**config.mk**
```make
export PLATFORM = sky130hd
export DESIGN_NAME = city_state_tracker
export DESIGN_NICKNAME = d
export VERILOG_FILES = /design/src/design/cst_pkg.sv /design/src/design/city_state_tracker.sv /design/src/design/cst_front.sv /design/src/design/cst_queue.sv /design/src/design/cst_back.sv
export SDC_FILE = /design/constraint.sdc
export NUM_CORES = 1
export LEC_CHECK = 0
export BUFFER_PORTS_ARGS = -buffer_cell sky130_fd_sc_hd__buf_2
export CAP_MARGIN = 20
export CORE_MARGIN = 3
export CORE_UTILIZATION = 55
export CTS_BUF_LIST = sky130_fd_sc_hd__clkbuf_16
export DETAILED_ROUTE_END_ITERATION = 16
export PLACE_DENSITY = 0.74
export SETUP_SLACK_MARGIN = 0.3
export SLEW_MARGIN = 20
export SYNTH_ARGS = -nofsm -noshare
export SYNTH_HDL_FRONTEND = slang
export SYNTH_SLANG_ARGS = --single-unit
```
**constraint.sdc**
```tcl
create_clock -name clk -period 12.7 [get_ports clk]
set_input_delay 0.635 -clock clk [delete_from_list [all_inputs] [get_ports clk]]
set_output_delay 0.635 -clock clk [all_outputs]
set_load 0.02 [all_outputs]
```
**src/design/cst_pkg.sv**
```systemverilog
// Shared types and constants for the city state tracker.
`timescale 1ns / 1ps
`default_nettype none
package cst_pkg;

    localparam int TIME_W   = 20;
    localparam int DIST_W   = 24;
    localparam int FTIME_W  = 10;
    localparam int FDIST_W  = 12;
    localparam int BRIGHT_W = 3;
    localparam int ADDR_W   = 5;
    localparam int DATA_W   = 32;

    // tracker modes
    localparam logic [1:0] MODE_IDLE     = 2'd0;
    localparam logic [1:0] MODE_MAYBE    = 2'd1;
    localparam logic [1:0] MODE_WAIT     = 2'd2;
    localparam logic [1:0] MODE_DETECTED = 2'd3;

    // held decision
    localparam logic [1:0] OUT_NOT   = 2'd0;
    localparam logic [1:0] OUT_MAYBE = 2'd1;
    localparam logic [1:0] OUT_DTCD  = 2'd2;

    // report classes
    localparam logic [1:0] REPORT_NONE     = 2'd0;
    localparam logic [1:0] REPORT_MAYBE    = 2'd1;
    localparam logic [1:0] REPORT_DETECTED = 2'd2;

    // register indexes (byte address / 4)
    localparam logic [2:0] REG_BRIGHT_THR = 3'd0;
    localparam logic [2:0] REG_MAYBE_TIME = 3'd1;
    localparam logic [2:0] REG_MAYBE_DIST = 3'd2;
    localparam logic [2:0] REG_MAYBE_MAX  = 3'd3;
    localparam logic [2:0] REG_CITY_TIME  = 3'd4;
    localparam logic [2:0] REG_CITY_DIST  = 3'd5;

    // register reset values
    localparam logic [BRIGHT_W-1:0] RST_BRIGHT_THR = 3'd3;
    localparam logic [TIME_W-1:0]   RST_MAYBE_TIME = 20'd1000;
    localparam logic [DIST_W-1:0]   RST_MAYBE_DIST = 24'd5000;
    localparam logic [DIST_W-1:0]   RST_MAYBE_MAX  = 24'd20000;
    localparam logic [TIME_W-1:0]   RST_CITY_TIME  = 20'd6000;
    localparam logic [DIST_W-1:0]   RST_CITY_DIST  = 24'd10000;

    typedef struct packed {
        logic [TIME_W-1:0] maybe_min_time;
        logic [DIST_W-1:0] maybe_min_dist;
        logic [DIST_W-1:0] maybe_max_dist;
        logic [TIME_W-1:0] city_min_time;
        logic [DIST_W-1:0] city_min_dist;
    } cfg_t;

    // classified frame as it travels from front to back
    typedef struct packed {
        logic               rep_none;
        logic               rep_maybe;
        logic               rep_det;
        logic               bright;
        logic               may_leave;
        logic [FTIME_W-1:0] frame_time;
        logic [FDIST_W-1:0] frame_dist;
    } item_t;

endpackage
`default_nettype wire

```
**src/design/city_state_tracker.sv**
```systemverilog
// City state tracker: one result per frame, passed through the queue and then the
// result register. Throughput is one frame per cycle unless the result side stalls;
// the queue between front end and state machine holds up to QUEUE_DEPTH frames
// while the result side is stalled. The state machine and accumulators update once
// per frame. Reset (rst_n low, async): mode idle, accumulators zero, decision not
// detected, registers at their defaults, queue and result register empty.
`timescale 1ns / 1ps
`default_nettype none
module city_state_tracker
    import cst_pkg::*;
#(
    parameter int QUEUE_DEPTH = 2
) (
    input  wire logic                clk,
    input  wire logic                rst_n,
    input  wire logic                psel,
    input  wire logic                penable,
    input  wire logic                pwrite,
    input  wire logic [ADDR_W-1:0]   paddr,
    input  wire logic [DATA_W-1:0]   pwdata,
    output logic [DATA_W-1:0]        prdata,
    output logic                     pready,
    input  wire logic                in_valid,
    output logic                     in_ready,
    input  wire logic [1:0]          city_report,
    input  wire logic [BRIGHT_W-1:0] brightness_level,
    input  wire logic                min_speed_off,
    input  wire logic [FTIME_W-1:0]  frame_time_ms,
    input  wire logic [FDIST_W-1:0]  frame_dist_cm,
    output logic                     out_valid,
    input  wire logic                out_ready,
    output logic [1:0]               city_out,
    output logic [1:0]               tracker_state
);

    localparam int ITEM_W = $bits(item_t);

    logic [BRIGHT_W-1:0] bright_thr_reg;
    cfg_t                cfg_reg;
    logic                cfg_wr;
    logic [2:0]          reg_idx;

    logic                push_valid, push_ready;
    item_t               push_data;
    logic                q_valid, q_ready;
    item_t               q_data;

    assign pready  = 1'b1;
    assign reg_idx = paddr[ADDR_W-1:2];
    assign cfg_wr  = psel && penable && pwrite && pready;

    always_ff @(posedge clk or negedge rst_n)
    begin
        if (!rst_n)
        begin
            bright_thr_reg         <= RST_BRIGHT_THR;
            cfg_reg.maybe_min_time <= RST_MAYBE_TIME;
            cfg_reg.maybe_min_dist <= RST_MAYBE_DIST;
            cfg_reg.maybe_max_dist <= RST_MAYBE_MAX;
            cfg_reg.city_min_time  <= RST_CITY_TIME;
            cfg_reg.city_min_dist  <= RST_CITY_DIST;
        end
        else if (cfg_wr)
        begin
            case (reg_idx)
                REG_BRIGHT_THR: bright_thr_reg         <= pwdata[BRIGHT_W-1:0];
                REG_MAYBE_TIME: cfg_reg.maybe_min_time <= pwdata[TIME_W-1:0];
                REG_MAYBE_DIST: cfg_reg.maybe_min_dist <= pwdata[DIST_W-1:0];
                REG_MAYBE_MAX:  cfg_reg.maybe_max_dist <= pwdata[DIST_W-1:0];
                REG_CITY_TIME:  cfg_reg.city_min_time  <= pwdata[TIME_W-1:0];
                REG_CITY_DIST:  cfg_reg.city_min_dist  <= pwdata[DIST_W-1:0];
                default:        ;
            endcase
        end
    end

    always_comb
    begin
        case (reg_idx)
            REG_BRIGHT_THR: prdata = DATA_W'(bright_thr_reg);
            REG_MAYBE_TIME: prdata = DATA_W'(cfg_reg.maybe_min_time);
            REG_MAYBE_DIST: prdata = DATA_W'(cfg_reg.maybe_min_dist);
            REG_MAYBE_MAX:  prdata = DATA_W'(cfg_reg.maybe_max_dist);
            REG_CITY_TIME:  prdata = DATA_W'(cfg_reg.city_min_time);
            REG_CITY_DIST:  prdata = DATA_W'(cfg_reg.city_min_dist);
            default:        prdata = '0;
        endcase
    end

    cst_front u_front (
        .in_valid         (in_valid),
        .in_ready         (in_ready),
        .city_report      (city_report),
        .brightness_level (brightness_level),
        .min_speed_off    (min_speed_off),
        .frame_time_ms    (frame_time_ms),
        .frame_dist_cm    (frame_dist_cm),
        .bright_threshold (bright_thr_reg),
        .push_valid       (push_valid),
        .push_ready       (push_ready),
        .push_data        (push_data)
    );

    cst_queue #(
        .WIDTH (ITEM_W),
        .DEPTH (QUEUE_DEPTH)
    ) u_queue (
        .clk        (clk),
        .rst_n      (rst_n),
        .push_valid (push_valid),
        .push_ready (push_ready),
        .push_data  (push_data),
        .pop_valid  (q_valid),
        .pop_ready  (q_ready),
        .pop_data   (q_data)
    );

    cst_back u_back (
        .clk           (clk),
        .rst_n         (rst_n),
        .cfg           (cfg_reg),
        .pop_valid     (q_valid),
        .pop_ready     (q_ready),
        .pop_data      (q_data),
        .out_valid     (out_valid),
        .out_ready     (out_ready),
        .city_out      (city_out),
        .tracker_state (tracker_state)
    );

    // decision always follows from the mode it was emitted with
    a_out_matches_mode: assert property (@(posedge clk) disable iff (!rst_n)
        out_valid |->
            ((tracker_state == MODE_IDLE     && city_out == OUT_NOT)   ||
             (tracker_state == MODE_WAIT     && city_out == OUT_NOT)   ||
             (tracker_state == MODE_MAYBE    && city_out == OUT_MAYBE) ||
             (tracker_state == MODE_DETECTED && city_out == OUT_DTCD)))
        else $error("city_out inconsistent with tracker_state");

    // an accepted frame is either still queued or already in the result register
    a_frame_not_lost: assert property (@(posedge clk) disable iff (!rst_n)
        (in_valid && in_ready) |=> (q_valid || out_valid))
        else $error("accepted frame vanished");

    // back end takes a frame whenever the result side is free
    a_back_drains: assert property (@(posedge clk) disable iff (!rst_n)
        (q_valid && !out_valid) |=> out_valid)
        else $error("back end failed to take a queued frame");

endmodule
`default_nettype wire

```
**src/design/cst_front.sv**
```systemverilog
// Front end: takes frames in and classifies report and brightness.
`timescale 1ns / 1ps
`default_nettype none
module cst_front
    import cst_pkg::*;
(
    input  wire logic                in_valid,
    output logic                     in_ready,
    input  wire logic [1:0]          city_report,
    input  wire logic [BRIGHT_W-1:0] brightness_level,
    input  wire logic                min_speed_off,
    input  wire logic [FTIME_W-1:0]  frame_time_ms,
    input  wire logic [FDIST_W-1:0]  frame_dist_cm,
    input  wire logic [BRIGHT_W-1:0] bright_threshold,
    output logic                     push_valid,
    input  wire logic                push_ready,
    output item_t                    push_data
);

    logic bright;

    assign bright     = brightness_level >= bright_threshold;
    assign in_ready   = push_ready;
    assign push_valid = in_valid;

    always_comb
    begin
        push_data.rep_none   = city_report == REPORT_NONE;
        push_data.rep_maybe  = city_report == REPORT_MAYBE;
        push_data.rep_det    = city_report == REPORT_DETECTED;
        push_data.bright     = bright;
        push_data.may_leave  = bright || !min_speed_off;
        push_data.frame_time = frame_time_ms;
        push_data.frame_dist = frame_dist_cm;
    end

endmodule
`default_nettype wire

```
**src/design/cst_queue.sv**
```systemverilog
// Short FIFO between the front end and the state machine.
`timescale 1ns / 1ps
`default_nettype none
module cst_queue #(
    parameter int WIDTH = 8,
    parameter int DEPTH = 2
) (
    input  wire logic             clk,
    input  wire logic             rst_n,
    input  wire logic             push_valid,
    output logic                  push_ready,
    input  wire logic [WIDTH-1:0] push_data,
    output logic                  pop_valid,
    input  wire logic             pop_ready,
    output logic [WIDTH-1:0]      pop_data
);

    localparam int PTR_W = (DEPTH > 1) ? $clog2(DEPTH) : 1;
    localparam int CNT_W = $clog2(DEPTH + 1);

    logic [WIDTH-1:0] mem_reg [DEPTH];
    logic [PTR_W-1:0] wr_ptr_reg, wr_ptr_next;
    logic [PTR_W-1:0] rd_ptr_reg, rd_ptr_next;
    logic [CNT_W-1:0] count_reg, count_next;
    logic             push, pop;

    assign push_ready = count_reg != CNT_W'(DEPTH);
    assign pop_valid  = count_reg != '0;
    assign pop_data   = mem_reg[rd_ptr_reg];
    assign push       = push_valid && push_ready;
    assign pop        = pop_valid && pop_ready;

    always_comb
    begin
        wr_ptr_next = wr_ptr_reg;
        rd_ptr_next = rd_ptr_reg;
        count_next  = count_reg;
        if (push)
        begin
            wr_ptr_next = (wr_ptr_reg == PTR_W'(DEPTH - 1)) ? '0 : wr_ptr_reg + 1'b1;
        end
        if (pop)
        begin
            rd_ptr_next = (rd_ptr_reg == PTR_W'(DEPTH - 1)) ? '0 : rd_ptr_reg + 1'b1;
        end
        if (push && !pop)
        begin
            count_next = count_reg + 1'b1;
        end
        else if (pop && !push)
        begin
            count_next = count_reg - 1'b1;
        end
    end

    always_ff @(posedge clk or negedge rst_n)
    begin
        if (!rst_n)
        begin
            wr_ptr_reg <= '0;
            rd_ptr_reg <= '0;
            count_reg  <= '0;
        end
        else
        begin
            wr_ptr_reg <= wr_ptr_next;
            rd_ptr_reg <= rd_ptr_next;
            count_reg  <= count_next;
        end
    end

    always_ff @(posedge clk)
    begin
        if (push)
        begin
            mem_reg[wr_ptr_reg] <= push_data;
        end
    end

endmodule
`default_nettype wire

```
**src/design/cst_back.sv**
```systemverilog
// Back end: tracker state machine, saturating accumulators, held result.
`timescale 1ns / 1ps
`default_nettype none
module cst_back
    import cst_pkg::*;
(
    input  wire logic  clk,
    input  wire logic  rst_n,
    input  wire cfg_t  cfg,
    input  wire logic  pop_valid,
    output logic       pop_ready,
    input  wire item_t pop_data,
    output logic       out_valid,
    input  wire logic  out_ready,
    output logic [1:0] city_out,
    output logic [1:0] tracker_state
);

    logic [1:0]        mode_reg, mode_next;
    logic [1:0]        held_reg, held_next;
    logic [TIME_W-1:0] time_reg, time_next, time_sat;
    logic [DIST_W-1:0] dist_reg, dist_next, dist_sat;
    logic [TIME_W:0]   time_sum;
    logic [DIST_W:0]   dist_sum;
    logic              out_valid_reg, out_valid_next;
    logic              pop;

    // result register frees up when empty or being taken
    assign pop_ready = !out_valid_reg || out_ready;
    assign pop       = pop_valid && pop_ready;

    assign time_sum = {1'b0, time_reg} + (TIME_W + 1)'(pop_data.frame_time);
    assign dist_sum = {1'b0, dist_reg} + (DIST_W + 1)'(pop_data.frame_dist);
    assign time_sat = time_sum[TIME_W] ? '1 : time_sum[TIME_W-1:0];
    assign dist_sat = dist_sum[DIST_W] ? '1 : dist_sum[DIST_W-1:0];

    always_comb
    begin
        mode_next = mode_reg;
        held_next = held_reg;
        time_next = time_reg;
        dist_next = dist_reg;
        case (mode_reg)
            MODE_IDLE:
            begin
                time_next = '0;
                dist_next = '0;
                if (pop_data.rep_det && pop_data.bright)
                begin
                    mode_next = MODE_DETECTED;
                    held_next = OUT_DTCD;
                end
                else if (pop_data.rep_maybe && pop_data.bright)
                begin
                    mode_next = MODE_MAYBE;
                    held_next = OUT_MAYBE;
                end
            end
            MODE_MAYBE:
            begin
                // tests here use the totals including this frame
                time_next = time_sat;
                dist_next = dist_sat;
                if (pop_data.rep_det && pop_data.bright)
                begin
                    mode_next = MODE_DETECTED;
                    held_next = OUT_DTCD;
                    time_next = '0;
                    dist_next = '0;
                end
                else if (pop_data.rep_maybe)
                begin
                    if (dist_sat > cfg.maybe_max_dist)
                    begin
                        mode_next = MODE_WAIT;
                        held_next = OUT_NOT;
                    end
                end
                else if (pop_data.rep_none && time_sat > cfg.maybe_min_time &&
                         dist_sat > cfg.maybe_min_dist && pop_data.may_leave)
                begin
                    mode_next = MODE_IDLE;
                    held_next = OUT_NOT;
                end
            end
            MODE_WAIT:
            begin
                if (pop_data.rep_none || pop_data.rep_det)
                begin
                    mode_next = MODE_IDLE;
                    held_next = OUT_NOT;
                end
            end
            default:
            begin
                // detected: test on old totals, then add this frame
                time_next = time_sat;
                dist_next = dist_sat;
                if (pop_data.rep_none && time_reg > cfg.city_min_time &&
                    dist_reg > cfg.city_min_dist && pop_data.may_leave)
                begin
                    mode_next = MODE_IDLE;
                    held_next = OUT_NOT;
                end
            end
        endcase
    end

    always_comb
    begin
        out_valid_next = out_valid_reg;
        if (pop)
        begin
            out_valid_next = 1'b1;
        end
        else if (out_ready)
        begin
            out_valid_next = 1'b0;
        end
    end

    always_ff @(posedge clk or negedge rst_n)
    begin
        if (!rst_n)
        begin
            mode_reg      <= MODE_IDLE;
            held_reg      <= OUT_NOT;
            time_reg      <= '0;
            dist_reg      <= '0;
            out_valid_reg <= 1'b0;
        end
        else
        begin
            out_valid_reg <= out_valid_next;
            if (pop)
            begin
                mode_reg <= mode_next;
                held_reg <= held_next;
                time_reg <= time_next;
                dist_reg <= dist_next;
            end
        end
    end

    assign out_valid     = out_valid_reg;
    assign city_out      = held_reg;
    assign tracker_state = mode_reg;

endmodule
`default_nettype wire
```
==> flow_metrics.py <==
metrics = {
    "status": {
        "status": "completed",
    },
    "setup_path": {
        "r2r_end": "u_back.city_out[1]",
        "startpoint_type": "flip-flop",
        "crit_end": "u_back.city_out[1]",
        "worst_path_largest_cell_delay_ns": 0.67,
        "worst_setup_path_end_kind": "flip-flop",
        "cpMaxStageDelayCell": "or3_1",
        "crit_arrival_ns": 7.06,
        "crit_chain": "buf_4 > mux2_2 > ha_1 > fa_1 > a21o_1 > a21oi_2 > o21ba_1 > o21ba_1 > o21a_1 > or3_1 > o21ai_0 > ha_1 > nand4_1 > nor4_1 > o31ai_1 > a31oi_1 > a21oi_1 > nor4_2 > mux2_2",
        "rrSetupSlack_ns": 6.05,
        "cp-startpoint": "u_queue.rd_ptr_reg",
        "reg2regPathDepth": 19,
        "crit_fanout": 33,
        "required_ns": 13.11,
        "critPathKind": "reg2reg",
        "r2r-start": "u_queue.rd_ptr_reg",
    },
    "timing": {
        "worst_pin_slew_ns": 1.12,
        "setup_violations": 0,
        "relSlewSlack_pct": 25.2,
        "clock_skew_ns": 0.0169,
        "hold_viol": 0,
        "holdWs_ns": 0.168,
        "post-route-period-util_pct": 52.4,
        "finalSetupTns_ns": 0,
        "maxSlewViolCount": 0,
        "setup_slack_ns": 6.05,
        "period_minus_slack_ns": 6.65,
        "max_freq_ghz": 0.150,
        "rsz0062_at_grt": "no",
    },
    "power": {
        "p_per_area_nw_per_um2": 212,
        "p_leak_nw": 7.15,
        "total_power_mw": 3.23,
        "vdd_drop_max_mv": 0.206,
    },
    "clocking": {
        "clockRootBuffer": "clkbuf_16",
        "holdBufCountCts": 0,
        "post-cts-setup-buffers": 0,
        "post_cts_resized": 0,
        "clock_sinks": 222,
        "cts_buffer_depth": 3,
        "clock_latency_ns": 0.53,
        "cts_tree": "done",
        "cts_buffers": 26,
        "cts.htree.levels": 1,
        "clk_pin_slew_ns": 0.06,
    },
    "route": {
        "routed_wl_um": 36300,
        "firstDrtPassIters": 7,
        "drtIter0Drc": 1075,
        "post_drt_wl_per_cell_um": 19.5,
        "drcViolationCount": 0,
        "num_vias": 11100,
        "top_layer_used": "met4",
        "drt-met1-wl_um": 15900,
        "vias_per_cell": 5.97,
        "wl_met2_um": 16200,
        "ant_nets": 0,
        "wl_met3_um": 3250,
    },
    "min_path": {
        "hp-class": "in2async",
    },
    "synth": {
        "yosysTopAreaCellShare_pct": 25.2,
        "ys_seq_area_share_pct": 42.9,
        "syn_avg_cell_area_um2": 9.46,
        "synth_warnings": 0,
        "synthArstFlopShare_pct": 75.7,
        "netlist_area_um2": 13700,
        "syn_inst": 1446,
        "synth_area_leaders": "dfrtp_1 (25%), ha_1 (13%), edfxtp_1 (12%)",
        "synth_enable_flop_cells": 54,
        "ys_types": 68,
        "synthTopCellsByCount": "nand2_1 (211), o21ai_0 (161), dfrtp_1 (138), ha_1 (138), inv_1 (133)",
        "synth-seq-cells": 222,
        "yosysTopAreaCell": "dfrtp_1",
        "yosys.cell_count.top_type": "nand2_1",
        "ys.flop_type": "dfrtp_1",
    },
    "floorplanning": {
        "ioPinCount": 111,
        "die_area_um2": 26800,
        "die_w_um": 164,
        "initial_core_util_pct": 56.1,
        "coreArea_um2": 24400,
        "num_rows": 57,
        "die-height_um": 164,
    },
    "cells_and_area": {
        "design_area_um2": 15300,
        "largest_register_ffs": 112,
        "area_delta_synth_final_pct": 11.8,
        "nets": 1727,
        "drive_gt1_share_pct": 15.5,
    },
    "grt": {
        "overflow": 0,
        "grt_pass1_vias": 10400,
        "grt_pass1_wl_um": 55900,
        "grt_antenna_before_repair": 0,
        "grt_use_total_pct": 26.8,
        "grt_max_degree": 86,
    },
    "place": {
        "port_buffers": 91,
        "place_ws_ns": 6.09,
        "gp_congestion": 0.945,
        "post-dp-hpwl_um": 26900,
        "dpl_cell_area_um2": 14400,
    },
    "flow_run": {
        "timing.max_cap.violations": 0,
    },
}
## stage by stage
step                      std cells  util [%]
after global placement         1811      59.0
after floorplan                1453         -
final                          1860      62.7
after CTS                      1859      62.6
after detailed placement       1811      59.0
after global routing           1859      62.7
## layer usage
layer	up-vias	track usage, %
met3	59	4.26
met5	-	0
met1	5319	38.9
met4	0	6.50
met2	458	42.4
li1	5267	-
## final cells by class
type / count / area [um2]
diodes: 1 / 2.50
multi-input cells: 1026 / 7060
flip-flops and latches: 222 / 5860
fillers: 2054 / 9100
clock inverters: 21 / 210
clock buffers: 27 / 676
repair buffers: 105 / 571
well taps: 324 / 405
inverters: 134 / 503
## power by group
| part | internal [mW] | switching, mW |
|---|---|---|
| sequential | 0.923 | 0.108 |
| clock | 0.466 | 0.304 |
| combinational | 0.550 | 0.883 |
| total | 1.94 | 1.30 |
## cells in the final DEF, fill, tap and decap left out, types with 5 or more instances in the layout
master / n
nand4_1: 26
a22o_1: 22
a211oi_1: 9
buf_2: 90
nand3_1: 29
a221o_1: 17
or3_1: 7
nor3_1: 17
ha_1: 138
o31ai_1: 5
o21bai_1: 6
o21a_1: 6
nor2_1: 50
nor3_2: 5
and4_1: 5
o22ai_1: 5
xnor2_1: 21
nand2b_1: 11
o21ai_0: 161
edfxtp_1: 54
inv_1: 139
a31oi_1: 13
xor2_1: 10
and3_1: 7
dfstp_2: 30
conb_1: 9
nand2_1: 211
clkbuf_16: 27
nor2b_1: 6
dfrtp_1: 138
or2_2: 5
buf_4: 13
mux2_2: 39
a21o_1: 19
mux2i_1: 28
a21oi_1: 72
o211ai_1: 10
## worst max-delay path: cells and delay by family (launching register included)
family / cells / cell delay [ns]
compound gates: 9 / 2.10
flops: 1 / 0.33
fa+ha+maj: 3 / 1.06
simple gates: 4 / 1.86
mux: 2 / 0.80
buf+inv: 1 / 0.35
## worst min-delay path by stage
stage | slack, ns | to | cells after the start
floorplan | 0.34 | bright_thr_reg[2] | 0
global placement | 0.49 | u_back.out_valid | 2
detailed placement | 0.49 | u_back.out_valid | 2
CTS | 0.21 | cfg_reg[20] | 1
global route | 0.23 | cfg_reg[20] | 1
finish | 0.17 | cfg_reg[20] | 1
## logic make-up (layout without fill, tap and decap cells)
group	Yosys count	count (layout)	synth area share [%]
AND/OR/NAND/NOR	397	397	13.1
AO/OA/AOI/OAI	380	380	17.4
flip-flops	222	222	42.9
buffers and inverters	205	287	6.07
adder cells (fa/ha/maj)	140	140	12.9
multiplexers	69	69	5.59
XOR/XNOR	31	31	1.98
other	2	10	0.0549
No activity file was read; power rests on OpenSTA's default activity.
